==> src/rtl/mlpd_pkg.sv <==
// ----------------------------------------------------------------------------
// mlpd_pkg
// Shared types and constants of the sync-byte, length-prefixed deframer.
// ----------------------------------------------------------------------------
package mlpd_pkg;

	localparam logic [7:0] SYNC_BYTE = 8'h99;
	localparam logic [7:0] MIN_LEN   = 8'd4;
	localparam int         HDR_BYTES = 4;
	localparam logic [1:0] LAST_IDX  = 2'(HDR_BYTES - 1);

	// one queue entry: a whole header (four bytes) or a single body byte in data[0]
	typedef struct packed {
		logic                          hdr;
		logic                          last;
		logic [HDR_BYTES-1:0][7:0]     data;
	} mlpd_entry_t;

	typedef struct packed {
		logic full;
		logic empty;
	} mlpd_fifo_stat_t;

endpackage

==> src/rtl/mlpd_if.sv <==
// ----------------------------------------------------------------------------
// mlpd_if
// Valid/ready channels of the deframer: raw byte stream and packet bytes.
// ----------------------------------------------------------------------------
interface mlpd_raw_if;
	logic       valid;
	logic       ready;
	logic [7:0] data_byte;

	modport source (output valid, output data_byte, input ready);
	modport sink (input valid, input data_byte, output ready);
endinterface

interface mlpd_pkt_if;
	logic       valid;
	logic       ready;
	logic [7:0] out_byte;
	logic       first_byte;
	logic       last_byte;

	modport source (output valid, output out_byte, output first_byte, output last_byte,
		input ready);
	modport sink (input valid, input out_byte, input first_byte, input last_byte,
		output ready);
endinterface

==> src/rtl/mlpd_front.sv <==
// ----------------------------------------------------------------------------
// mlpd_front
// Takes raw bytes, hunts for sync, checks the header length and queues
// whole headers or single body bytes for the back end.
// ----------------------------------------------------------------------------
module mlpd_front (
	input  logic                      clk,
	input  logic                      arst_n,
	mlpd_raw_if.sink                  raw,
	input  mlpd_pkg::mlpd_fifo_stat_t q_stat,
	output logic                      push,
	output mlpd_pkg::mlpd_entry_t     push_entry
);
	import mlpd_pkg::*;

	logic [2:0][7:0] win_q, win_n;
	logic [1:0]      fill_q, fill_n;
	logic            in_pkt_q, in_pkt_n;
	logic [7:0]      left_q, left_n;
	logic            acc;
	logic [7:0]      b;

	assign raw.ready = !q_stat.full;
	assign acc       = raw.valid && raw.ready;
	assign b         = raw.data_byte;

	always_comb begin
		win_n      = win_q;
		fill_n     = fill_q;
		in_pkt_n   = in_pkt_q;
		left_n     = left_q;
		push       = 1'b0;
		push_entry = '{hdr: 1'b0, last: 1'b0, data: {HDR_BYTES{b}}};
		if (acc) begin
			if (in_pkt_q) begin
				push            = 1'b1;
				push_entry.last = (left_q <= 8'd1);
				if (left_q <= 8'd1) begin
					in_pkt_n = 1'b0;
					left_n   = '0;
				end else begin
					left_n = left_q - 8'd1;
				end
			end else if (fill_q == 2'd0) begin
				if (b == SYNC_BYTE) begin
					win_n[0] = b;
					fill_n   = 2'd1;
				end
			end else if (fill_q != 2'd3) begin
				win_n[fill_q] = b;
				fill_n        = fill_q + 2'd1;
			end else if (win_q[2] < MIN_LEN) begin
				// bad length: drop the sync byte, resync inside the held bytes
				priority if (win_q[1] == SYNC_BYTE) begin
					win_n  = {b, win_q[2], win_q[1]};
					fill_n = 2'd3;
				end else if (win_q[2] == SYNC_BYTE) begin
					win_n[0] = win_q[2];
					win_n[1] = b;
					fill_n   = 2'd2;
				end else if (b == SYNC_BYTE) begin
					win_n[0] = b;
					fill_n   = 2'd1;
				end else begin
					fill_n = 2'd0;
				end
			end else begin
				push            = 1'b1;
				push_entry.hdr  = 1'b1;
				push_entry.data = {b, win_q[2], win_q[1], win_q[0]};
				push_entry.last = (win_q[2] == MIN_LEN);
				fill_n          = 2'd0;
				if (win_q[2] != MIN_LEN) begin
					in_pkt_n = 1'b1;
					left_n   = win_q[2] - MIN_LEN;
				end
			end
		end
	end

	always_ff @(posedge clk or negedge arst_n) begin
		if (!arst_n) begin
			fill_q   <= '0;
			in_pkt_q <= 1'b0;
			left_q   <= '0;
		end else begin
			fill_q   <= fill_n;
			in_pkt_q <= in_pkt_n;
			left_q   <= left_n;
		end
	end

	always_ff @(posedge clk) begin
		win_q <= win_n;
	end

endmodule

==> src/rtl/mlpd_fifo.sv <==
// ----------------------------------------------------------------------------
// mlpd_fifo
// Short queue of header and body entries between front and back ends.
// ----------------------------------------------------------------------------
module mlpd_fifo #(
	parameter int DEPTH = 4
) (
	input  logic                      clk,
	input  logic                      arst_n,
	input  logic                      push,
	input  mlpd_pkg::mlpd_entry_t     wr_entry,
	input  logic                      pop,
	output mlpd_pkg::mlpd_entry_t     rd_entry,
	output mlpd_pkg::mlpd_fifo_stat_t stat
);
	import mlpd_pkg::*;

	localparam int AW = (DEPTH > 1) ? $clog2(DEPTH) : 1;
	localparam int CW = $clog2(DEPTH + 1);

	mlpd_entry_t   mem_q [DEPTH];
	logic [AW-1:0] wr_ptr_q, rd_ptr_q;
	logic [CW-1:0] cnt_q;

	assign rd_entry   = mem_q[rd_ptr_q];
	assign stat.full  = (cnt_q == CW'(DEPTH));
	assign stat.empty = (cnt_q == '0);

	function automatic logic [AW-1:0] ptr_inc(input logic [AW-1:0] p);
		return (p == AW'(DEPTH - 1)) ? '0 : p + 1'b1;
	endfunction

	always_ff @(posedge clk or negedge arst_n) begin
		if (!arst_n) begin
			wr_ptr_q <= '0;
			rd_ptr_q <= '0;
			cnt_q    <= '0;
		end else begin
			if (push) wr_ptr_q <= ptr_inc(wr_ptr_q);
			if (pop) rd_ptr_q <= ptr_inc(rd_ptr_q);
			unique case ({push, pop})
				2'b10:   cnt_q <= cnt_q + 1'b1;
				2'b01:   cnt_q <= cnt_q - 1'b1;
				default: cnt_q <= cnt_q;
			endcase
		end
	end

	always_ff @(posedge clk) begin
		if (push) mem_q[wr_ptr_q] <= wr_entry;
	end

endmodule

==> src/rtl/mlpd_back.sv <==
// ----------------------------------------------------------------------------
// mlpd_back
// Unrolls queued entries into one packet byte per cycle while pkt is ready,
// behind an output register, marking the first and last byte of each packet.
// ----------------------------------------------------------------------------
module mlpd_back (
	input  logic                      clk,
	input  logic                      arst_n,
	input  mlpd_pkg::mlpd_entry_t     head,
	input  mlpd_pkg::mlpd_fifo_stat_t q_stat,
	output logic                      pop,
	mlpd_pkt_if.source                pkt
);
	import mlpd_pkg::*;

	logic [1:0] idx_q;
	logic       vld_q;
	logic [7:0] byte_q;
	logic       first_q, last_q;
	logic       load;
	logic       head_done;

	assign load      = !q_stat.empty && (!vld_q || pkt.ready);
	assign head_done = !head.hdr || (idx_q == LAST_IDX);
	assign pop       = load && head_done;

	assign pkt.valid      = vld_q;
	assign pkt.out_byte   = byte_q;
	assign pkt.first_byte = first_q;
	assign pkt.last_byte  = last_q;

	always_ff @(posedge clk or negedge arst_n) begin
		if (!arst_n) begin
			idx_q <= '0;
			vld_q <= 1'b0;
		end else begin
			if (load) begin
				vld_q <= 1'b1;
				idx_q <= head_done ? 2'd0 : idx_q + 2'd1;
			end else if (pkt.ready) begin
				vld_q <= 1'b0;
			end
		end
	end

	always_ff @(posedge clk) begin
		if (load) begin
			byte_q  <= head.data[idx_q];
			first_q <= head.hdr && (idx_q == 2'd0);
			last_q  <= head.last && head_done;
		end
	end

endmodule

==> src/rtl/magic_length_packet_deframer_unit.sv <==
// ----------------------------------------------------------------------------
// magic_length_packet_deframer_unit
// Sync-byte, length-prefixed packet deframer on a byte stream.
// ----------------------------------------------------------------------------
// raw: one byte per request; the block takes one byte every cycle while its
//   internal queue has room. bytes outside a packet are dropped until 0x99.
// pkt: one packet byte per request, first_byte on the sync byte, last_byte on
//   the final byte. packets shorter than four bytes by their length field are
//   rejected and the held bytes rescanned for sync.
// order: every byte is registered in the queue and then in the output register
//   before it appears; the header bytes are queued only once the fourth is taken.
// throughput: one byte per cycle in both directions, while the queue has room
//   for raw and pkt is ready.
// QUEUE_DEPTH entries separate the two; five cover a header entry plus the
//   body bytes queued behind it while it drains, so raw never stalls on its own.
//   when pkt stalls the queue fills and raw.ready drops, and a result waiting
//   in the output register never blocks intake while the queue has room.
// reset: queue and output register empty, the front end hunts for sync.
// ----------------------------------------------------------------------------
module magic_length_packet_deframer_unit #(
	parameter int QUEUE_DEPTH = 5
) (
	input  logic      clk,
	input  logic      arst_n,
	mlpd_raw_if.sink  raw,
	mlpd_pkt_if.source pkt
);
	import mlpd_pkg::*;

	logic            push, pop;
	mlpd_entry_t     push_entry, head;
	mlpd_fifo_stat_t q_stat;

	mlpd_front u_front (
		.clk        (clk),
		.arst_n     (arst_n),
		.raw        (raw),
		.q_stat     (q_stat),
		.push       (push),
		.push_entry (push_entry)
	);

	mlpd_fifo #(
		.DEPTH (QUEUE_DEPTH)
	) u_fifo (
		.clk      (clk),
		.arst_n   (arst_n),
		.push     (push),
		.wr_entry (push_entry),
		.pop      (pop),
		.rd_entry (head),
		.stat     (q_stat)
	);

	mlpd_back u_back (
		.clk    (clk),
		.arst_n (arst_n),
		.head   (head),
		.q_stat (q_stat),
		.pop    (pop),
		.pkt    (pkt)
	);

	a_no_push_full : assert property (@(posedge clk) disable iff (!arst_n)
		push |-> !q_stat.full)
		else $error("queue written while full");

	a_no_pop_empty : assert property (@(posedge clk) disable iff (!arst_n)
		pop |-> !q_stat.empty)
		else $error("queue read while empty");

	a_first_not_last : assert property (@(posedge clk) disable iff (!arst_n)
		pkt.valid && pkt.first_byte |-> !pkt.last_byte)
		else $error("packet byte marked both first and last");

	a_hold_on_stall : assert property (@(posedge clk) disable iff (!arst_n)
		pkt.valid && !pkt.ready |=> pkt.valid && $stable(pkt.out_byte))
		else $error("output byte changed while stalled");

endmodule
==> src/flat_wrapper.sv <==
// flat-port wrapper written by rule: the top's interface ports become plain ports
module magic_length_packet_deframer_unit_flat import mlpd_pkg::*;
#(
	parameter int QUEUE_DEPTH = 5
)
  (clk, arst_n, raw_valid, raw_data_byte, raw_ready, pkt_valid, pkt_out_byte, pkt_first_byte, pkt_last_byte, pkt_ready);
  mlpd_raw_if raw_i ();
  mlpd_pkt_if pkt_i ();
  input  logic clk;
  input  logic arst_n;
  input wire logic [$bits(raw_i.valid)-1:0] raw_valid;
  input wire logic [$bits(raw_i.data_byte)-1:0] raw_data_byte;
  output wire logic [$bits(raw_i.ready)-1:0] raw_ready;
  output wire logic [$bits(pkt_i.valid)-1:0] pkt_valid;
  output wire logic [$bits(pkt_i.out_byte)-1:0] pkt_out_byte;
  output wire logic [$bits(pkt_i.first_byte)-1:0] pkt_first_byte;
  output wire logic [$bits(pkt_i.last_byte)-1:0] pkt_last_byte;
  input wire logic [$bits(pkt_i.ready)-1:0] pkt_ready;
  assign raw_i.valid = raw_valid;
  assign raw_i.data_byte = raw_data_byte;
  assign raw_ready = raw_i.ready;
  assign pkt_valid = pkt_i.valid;
  assign pkt_out_byte = pkt_i.out_byte;
  assign pkt_first_byte = pkt_i.first_byte;
  assign pkt_last_byte = pkt_i.last_byte;
  assign pkt_i.ready = pkt_ready;
  magic_length_packet_deframer_unit #(.QUEUE_DEPTH(QUEUE_DEPTH)) u_core (.clk(clk), .arst_n(arst_n), .raw(raw_i), .pkt(pkt_i));
endmodule
==> config.mk <==
export PLATFORM = sky130hd
export DESIGN_NAME = magic_length_packet_deframer_unit_flat
export DESIGN_NICKNAME = d
export VERILOG_FILES = /design/src/rtl/mlpd_pkg.sv /design/src/rtl/mlpd_if.sv /design/src/rtl/mlpd_front.sv /design/src/rtl/mlpd_fifo.sv /design/src/rtl/mlpd_back.sv /design/src/rtl/magic_length_packet_deframer_unit.sv /design/src/flat_wrapper.sv
export SDC_FILE = /design/constraint.sdc
export NUM_CORES = 1
export LEC_CHECK = 0
export BUFFER_PORTS_ARGS = -buffer_cell sky130_fd_sc_hd__buf_2
export CAP_MARGIN = 0
export CORE_ASPECT_RATIO = 1.5
export CORE_MARGIN = 5
export CORE_UTILIZATION = 38
export DETAILED_ROUTE_END_ITERATION = 7
export PLACE_DENSITY_LB_ADDON = 0.08
export SYNTH_ARGS = -nofsm -noshare
export SYNTH_HDL_FRONTEND = slang
export SYNTH_SLANG_ARGS = --single-unit
==> constraint.sdc <==
create_clock -name clk -period 9.9 [get_ports clk]
set_input_delay 2.475 -clock clk [delete_from_list [all_inputs] [get_ports clk]]
set_output_delay 2.475 -clock clk [all_outputs]
set_load 0.1 [all_outputs]
==> results of run 1 <==
==> logic make-up (layout without fill, tap and decap cells) <==
kind of cell	count (synthesis)	after routing	synth area share
DFF	227	227	0.689
xor gates and xnor gates	7	7	0.00631
buffers and inverters	47	90	0.0233
AOI/OAI and AO/OA	77	77	0.0538
muxes	64	64	0.114
and+or+nand+nor	184	184	0.0907
adders and majority gates	17	17	0.0227
==> worst register-to-register path: stages (launching register included) <==
cell,delay [ns]
dfrtp_2,0.34
buf_4,0.62
mux4_2,0.64
mux2i_4,0.20
o21ai_2,0.11
inv_1,0.14
ha_1,0.22
fa_1,0.40
mux2_2,0.27
==> per-stage QoR <==
| stage | setup slack (ns) | util | std cells | power [mW] | cell area, sq um |
|---|---|---|---|---|---|
| after floorplan | 2.80 | - | 623 | 2.25 | 9720 |
| after global placement | 5.29 | 0.406 | 957 | 2.52 | 10200 |
| after detailed placement | 5.25 | 0.406 | 957 | 2.54 | 10200 |
| after CTS | 5.71 | 0.433 | 994 | 3.36 | 10900 |
| after global routing | 5.65 | 0.433 | 994 | 3.50 | 10900 |
| final | 5.76 | 0.433 | 994 | 3.31 | 10900 |
==> layout make-up <==
cell class,instances,area [sq um],share of cell area
clock buffers,26,587,0.0539
well taps,328,410,0.0377
clock inverters,11,105,0.00965
multi-input cells,349,2830,0.259
repair buffers,32,183,0.0168
flip-flops and latches,227,6700,0.615
inverters,21,78.8,0.00724
==> state kept, by name, summed over array words and instances (netlist names) <==
name / cells
u_core.u_back.idx_q: 2
u_core.u_back.pkt.first_byte: 1
u_core.u_back.pkt.last_byte: 1
u_core.u_back.pkt.out_byte: 8
u_core.u_back.pkt.valid: 1
u_core.u_fifo.cnt_q: 3
u_core.u_fifo.mem_q: 170
u_core.u_fifo.rd_ptr_q: 3
u_core.u_fifo.wr_ptr_q: 3
u_core.u_front.fill_q: 2
u_core.u_front.in_pkt_q: 1
u_core.u_front.left_q: 8
u_core.u_front.win_q: 24
==> where the power goes <==
group / leakage [nW] / internal (mW) / switching, mW
Sequential: 2.13 / 1.27 / 0.112
Clock: 0.335 / 0.474 / 0.343
Combinational: 1.34 / 0.387 / 0.725
==> final timing paths <==
| path | end | cells past startpoint | from |
|---|---|---|---|
| max | raw_ready | 2 | u_core.u_fifo.cnt_q[0] |
| min | u_core.u_front.left_q[7] | 1 | u_core.u_front.left_q[7] |
| max reg2reg | u_core.u_fifo.cnt_q[1] | 8 | u_core.u_fifo.rd_ptr_q[0] |
| min reg2reg | u_core.u_front.left_q[7] | 1 | u_core.u_front.left_q[7] |
| max in group asynchronous | u_core.u_fifo.rd_ptr_q[0] | 1 | arst_n |
| min in group asynchronous | u_core.u_front.left_q[2] | 1 | arst_n |
==> cell usage in the layout (no fill, tap or decap), drive strengths merged, types with 13 or more instances in the layout <==
cell type,count
buf,32
clkbuf,26
dfrtp,23
edfxtp,204
ha,16
inv,20
mux2i,25
mux4,36
nand2,86
nor2,31
nor2b,13
nor3,16
o21ai,24
==> metal layers <==
layer,part of all wire,up-vias,global-route usage
li1,-,2444,-
met1,0.41,2756,0.193
met2,0.55,76,0.299
met3,0.030,19,0.0190
met4,0.010,0,0.0294
met5,0,-,0
==> flow_metrics.tcl, run 1 <==
set metrics [dict create \
    nets 682 \
    synthArstFlopShare 0.101 \
    cts_buffer_depth 3 \
    synthCells 623 \
    viasPerCell 5.33 \
    cts.sinks 227 \
    synthTopCellsByArea "edfxtp_1, mux4_2, dfrtp_1" \
    worstPathArrival_ns 1.67 \
    die_area_sq_um 28900 \
    cpLargestDelayFamily "buffers and inverters" \
    fill_cells 2271 \
    start_util 0.387 \
    yosysMostFrequentCell "edfxtp_1" \
    ant_nets 0 \
    ir_worst_vdd_uv 187 \
    route.detailed.drc 0 \
    dr.pass1.iters 5 \
    max_freq_mhz 241 \
    gp_congestion 0.805 \
    cts_resized 0 \
    start_kind "flop" \
    wl_per_cell_um 22.8 \
    critical_path_class "reg2out" \
    cp_cell_sequence "nand3b_1 -> buf_2" \
    synth_edf_count 204 \
    hold_viol 0 \
    vias 5295 \
    post_cts_buffers 0 \
    finalMaxSlewViolations 0 \
    drtIter0Drc 338 \
    antenna_found_initial 0 \
    synth_top_flop_cell "edfxtp_1" \
    cpPeakStageDelay_ns 0.49 \
    setup_tns_ns 0 \
    n_antenna_cell 0 \
    synth_seq_area_share 0.689 \
    drt_wl_total_um 22700 \
    drive_gt1_frac 0.173 \
    coreArea_sq_um 25100 \
    rsz0062_at_grt "false" \
    cts_root_buf "clkbuf_16" \
    die_y_um 206 \
    insertion_delay_ns 0.50 \
    finalCriticalPeriod_ns 4.14 \
    grt_usage 0.158 \
    grt_max_degree 42 \
    cts_tree "done" \
    cp_slowest_cell "buf_2" \
    dp_hpwl_um 14100 \
    setup_viol 0 \
    die_x_um 141 \
    worst_pin_slew_ns 1.27 \
    cp_num_buf_inv 1 \
    synth.distinct_cells 62 \
    yosysTopAreaCell "edfxtp_1" \
    end_kind "output pin" \
    gr-total-overflow 0 \
    skew_ns 0.0109 \
    synth.avg_cell_area_sq_um 15.6 \
    cts_buffers 22 \
    ys_warn_count 0 \
    reg2reg_slack_ns 6.86 \
    pwr_density_cell_nw_per_um2 304 \
    placementRows 71 \
    first_global_vias 5659 \
    syn_nets 652 \
    worstHoldPathType "reg2reg" \
    cts_hold_buf 0 \
    ys_ff_latch 227 \
    area_delta_synth_final_pct 12.0 \
    synth_common_cells "edfxtp_1, nand2_1, mux4_2" \
    htreeDepth 1 \
    grt_pass1_wl_um 34600 \
    status "completed" \
    period_share 0.419 \
    worstPathRequired_ns 7.43 \
    slew_headroom 0.148 \
    synth_area_sq_um 9720 \
    io_pins 24 \
    synth_top_area_share 0.630 \
    hold_ws_ns 0.501 \
    p_leak_nw 3.81 \
    port_buffers 23 \
    max-cap-violations 0 \
    worstPathMaxFanout 4 \
    cts.clk_slew.worst_paths_ns 0.06 \
]
Power figures use the tool's default switching activity.
==> run 2: changes to the inputs <==
==> constraint.sdc (replaced) <==
create_clock -name clk -period 3.6 [get_ports clk]
set_input_delay 0.9 -clock clk [delete_from_list [all_inputs] [get_ports clk]]
set_output_delay 0.9 -clock clk [all_outputs]
set_load 0.1 [all_outputs]
==> run 2 against run 1 <==
Net effect: worst hold slack got worse by 0.12 ns; global-route usage is 0.18 points higher; critical path depth increased by 7; critical endpoint is now u_core.u_fifo.cnt_q[2]; wire length shrank 1.4%; power grew to 2.8 times the previous value; combinational power rose to 2.8 times the previous value.
==> flow_metrics.tcl, run 2 (synthesized netlist as in run 1, its figures left out) <==
set metrics [dict create \
    wl_per_cell_um 22.3 \
    hold_viol 0 \
    cts.clk_slew.worst_paths_ns 0.06 \
    skew_ns 0.00914 \
    critical_path_class "reg2reg" \
    final_cell_mix "edfxtp_1, nand2_1, mux4_2, nor2_1, mux2i_1" \
    cts_buffers 23 \
    dr.pass1.iters 5 \
    cts_root_buf "clkbuf_16" \
    cts_buffer_depth 3 \
    drive_gt1_frac 0.172 \
    coreArea_sq_um 25100 \
    cts.sinks 227 \
    fill_cells 2260 \
    drt_wl_total_um 22300 \
    top_register "u_core.u_fifo.mem_q" \
    insertion_delay_ns 0.51 \
    die_x_um 141 \
    htreeDepth 1 \
    status "completed" \
    die_area_sq_um 28900 \
    layout_commonest_cell "edfxtp_1" \
    dp_hpwl_um 14700 \
    placementRows 71 \
    viasPerCell 5.36 \
    p_leak_nw 3.84 \
    stdcell_count 1002 \
    die_y_um 206 \
    antenna_found_initial 0 \
    grt_usage 0.160 \
    ant_nets 0 \
    worstPathMaxFanout 12 \
    fin_area_sq_um 11000 \
    max-cap-violations 0 \
    cts_tree "done" \
    setup_viol 0 \
    gp_congestion 0.812 \
    drtIter0Drc 389 \
    ir_worst_vdd_uv 459 \
    first_global_vias 5831 \
    post-place-cells 961 \
    grt_pass1_wl_um 35100 \
    nets 687 \
    area_delta_synth_final_pct 12.8 \
    cts_hold_buf 0 \
    start_util 0.387 \
    worstPathArrival_ns 3.43 \
    finalMaxSlewViolations 0 \
    slew_headroom 0.394 \
    finalCriticalPeriod_ns 3.05 \
    cts_resized 0 \
    power_mw 9.19 \
    rsz0062_at_grt "false" \
    port_buffers 23 \
    grt_max_degree 41 \
    worst_pin_slew_ns 0.909 \
    gr-total-overflow 0 \
    fin_util 0.436 \
    end_kind "flop" \
    post_dp_cell_area_sq_um 10300 \
    worstHoldPathType "in2async" \
    post_cts_buffers 0 \
    max_freq_mhz 328 \
    largest_reg_flops 170 \
    io_pins 24 \
    n_antenna_cell 0 \
    route.detailed.drc 0 \
    worstPathRequired_ns 3.98 \
    largest_registers "u_core.u_fifo.mem_q x170, u_core.u_front.win_q x24" \
    pwr_density_cell_nw_per_um2 838 \
    vias 5373 \
    start_kind "flop" \
    period_share 0.846 \
]
[run 2: final timing paths]
check	start	end	slack (ns)	depth (start not counted)
worst max-delay path	u_core.u_front.fill_q[0]	u_core.u_fifo.cnt_q[2]	0.55	9
worst min-delay path	arst_n	u_core.u_front.fill_q[1]	0.38	1
worst max register to register	u_core.u_front.fill_q[0]	u_core.u_fifo.cnt_q[2]	0.55	9
worst min register to register	u_core.u_back.pkt.valid	u_core.u_back.pkt.valid	0.49	2
max in group asynchronous	arst_n	u_core.u_fifo.rd_ptr_q[0]	2.78	1
min in group clk	u_core.u_back.pkt.valid	u_core.u_back.pkt.valid	0.49	2
[run 2: per-stage QoR]
stage | setup TNS, ns | worst slack (ns) | hold slack (ns)
finish | 0 | 0.555 | 0.383
floorplan | -89.60 | -0.659 | 0.460
CTS | 0 | 0.574 | 0.397
detailed placement | 0 | 0.587 | 0.483
global route | 0 | 0.391 | 0.423
global placement | 0 | 0.634 | 0.465
[run 2: where the power goes]
group	internal, mW	total [mW]	switching [mW]	leakage [nW]
Combinational	1.09	3.12	2.02	1.37
Sequential	3.49	3.81	0.319	2.13
Clock	1.32	2.26	0.946	0.336
[run 2: area by class of cell]
type | count | area (sq um) | share of cell area
Multi-Input combinational cell | 349 | 2870 | 0.262
Inverter | 21 | 78.8 | 0.00719
Tap cell | 328 | 410 | 0.0374
Clock inverter | 10 | 91.3 | 0.00833
Sequential cell | 227 | 6700 | 0.611
Clock buffer | 31 | 606 | 0.0552
Timing Repair Buffer | 36 | 213 | 0.0194
[run 2: metal layers]
layer / wire length (um) / share of wire / global-route usage
met1: 9100 / 0.41 / 0.195
met2: 11900 / 0.53 / 0.293
met5: 0 / 0 / 0
met4: 636 / 0.028 / 0.0530
met3: 693 / 0.031 / 0.0185
[run 2: worst max-delay path: stages (launching register included)]
cell       delay (ns)
dfrtp_1          0.41
ha_1             0.36
nor2b_1          0.34
o2bb2ai_1        0.14
or2_1            0.50
ha_1             0.36
fa_1             0.44
xnor2_1          0.17
nor2_1           0.06
xor2_1           0.14
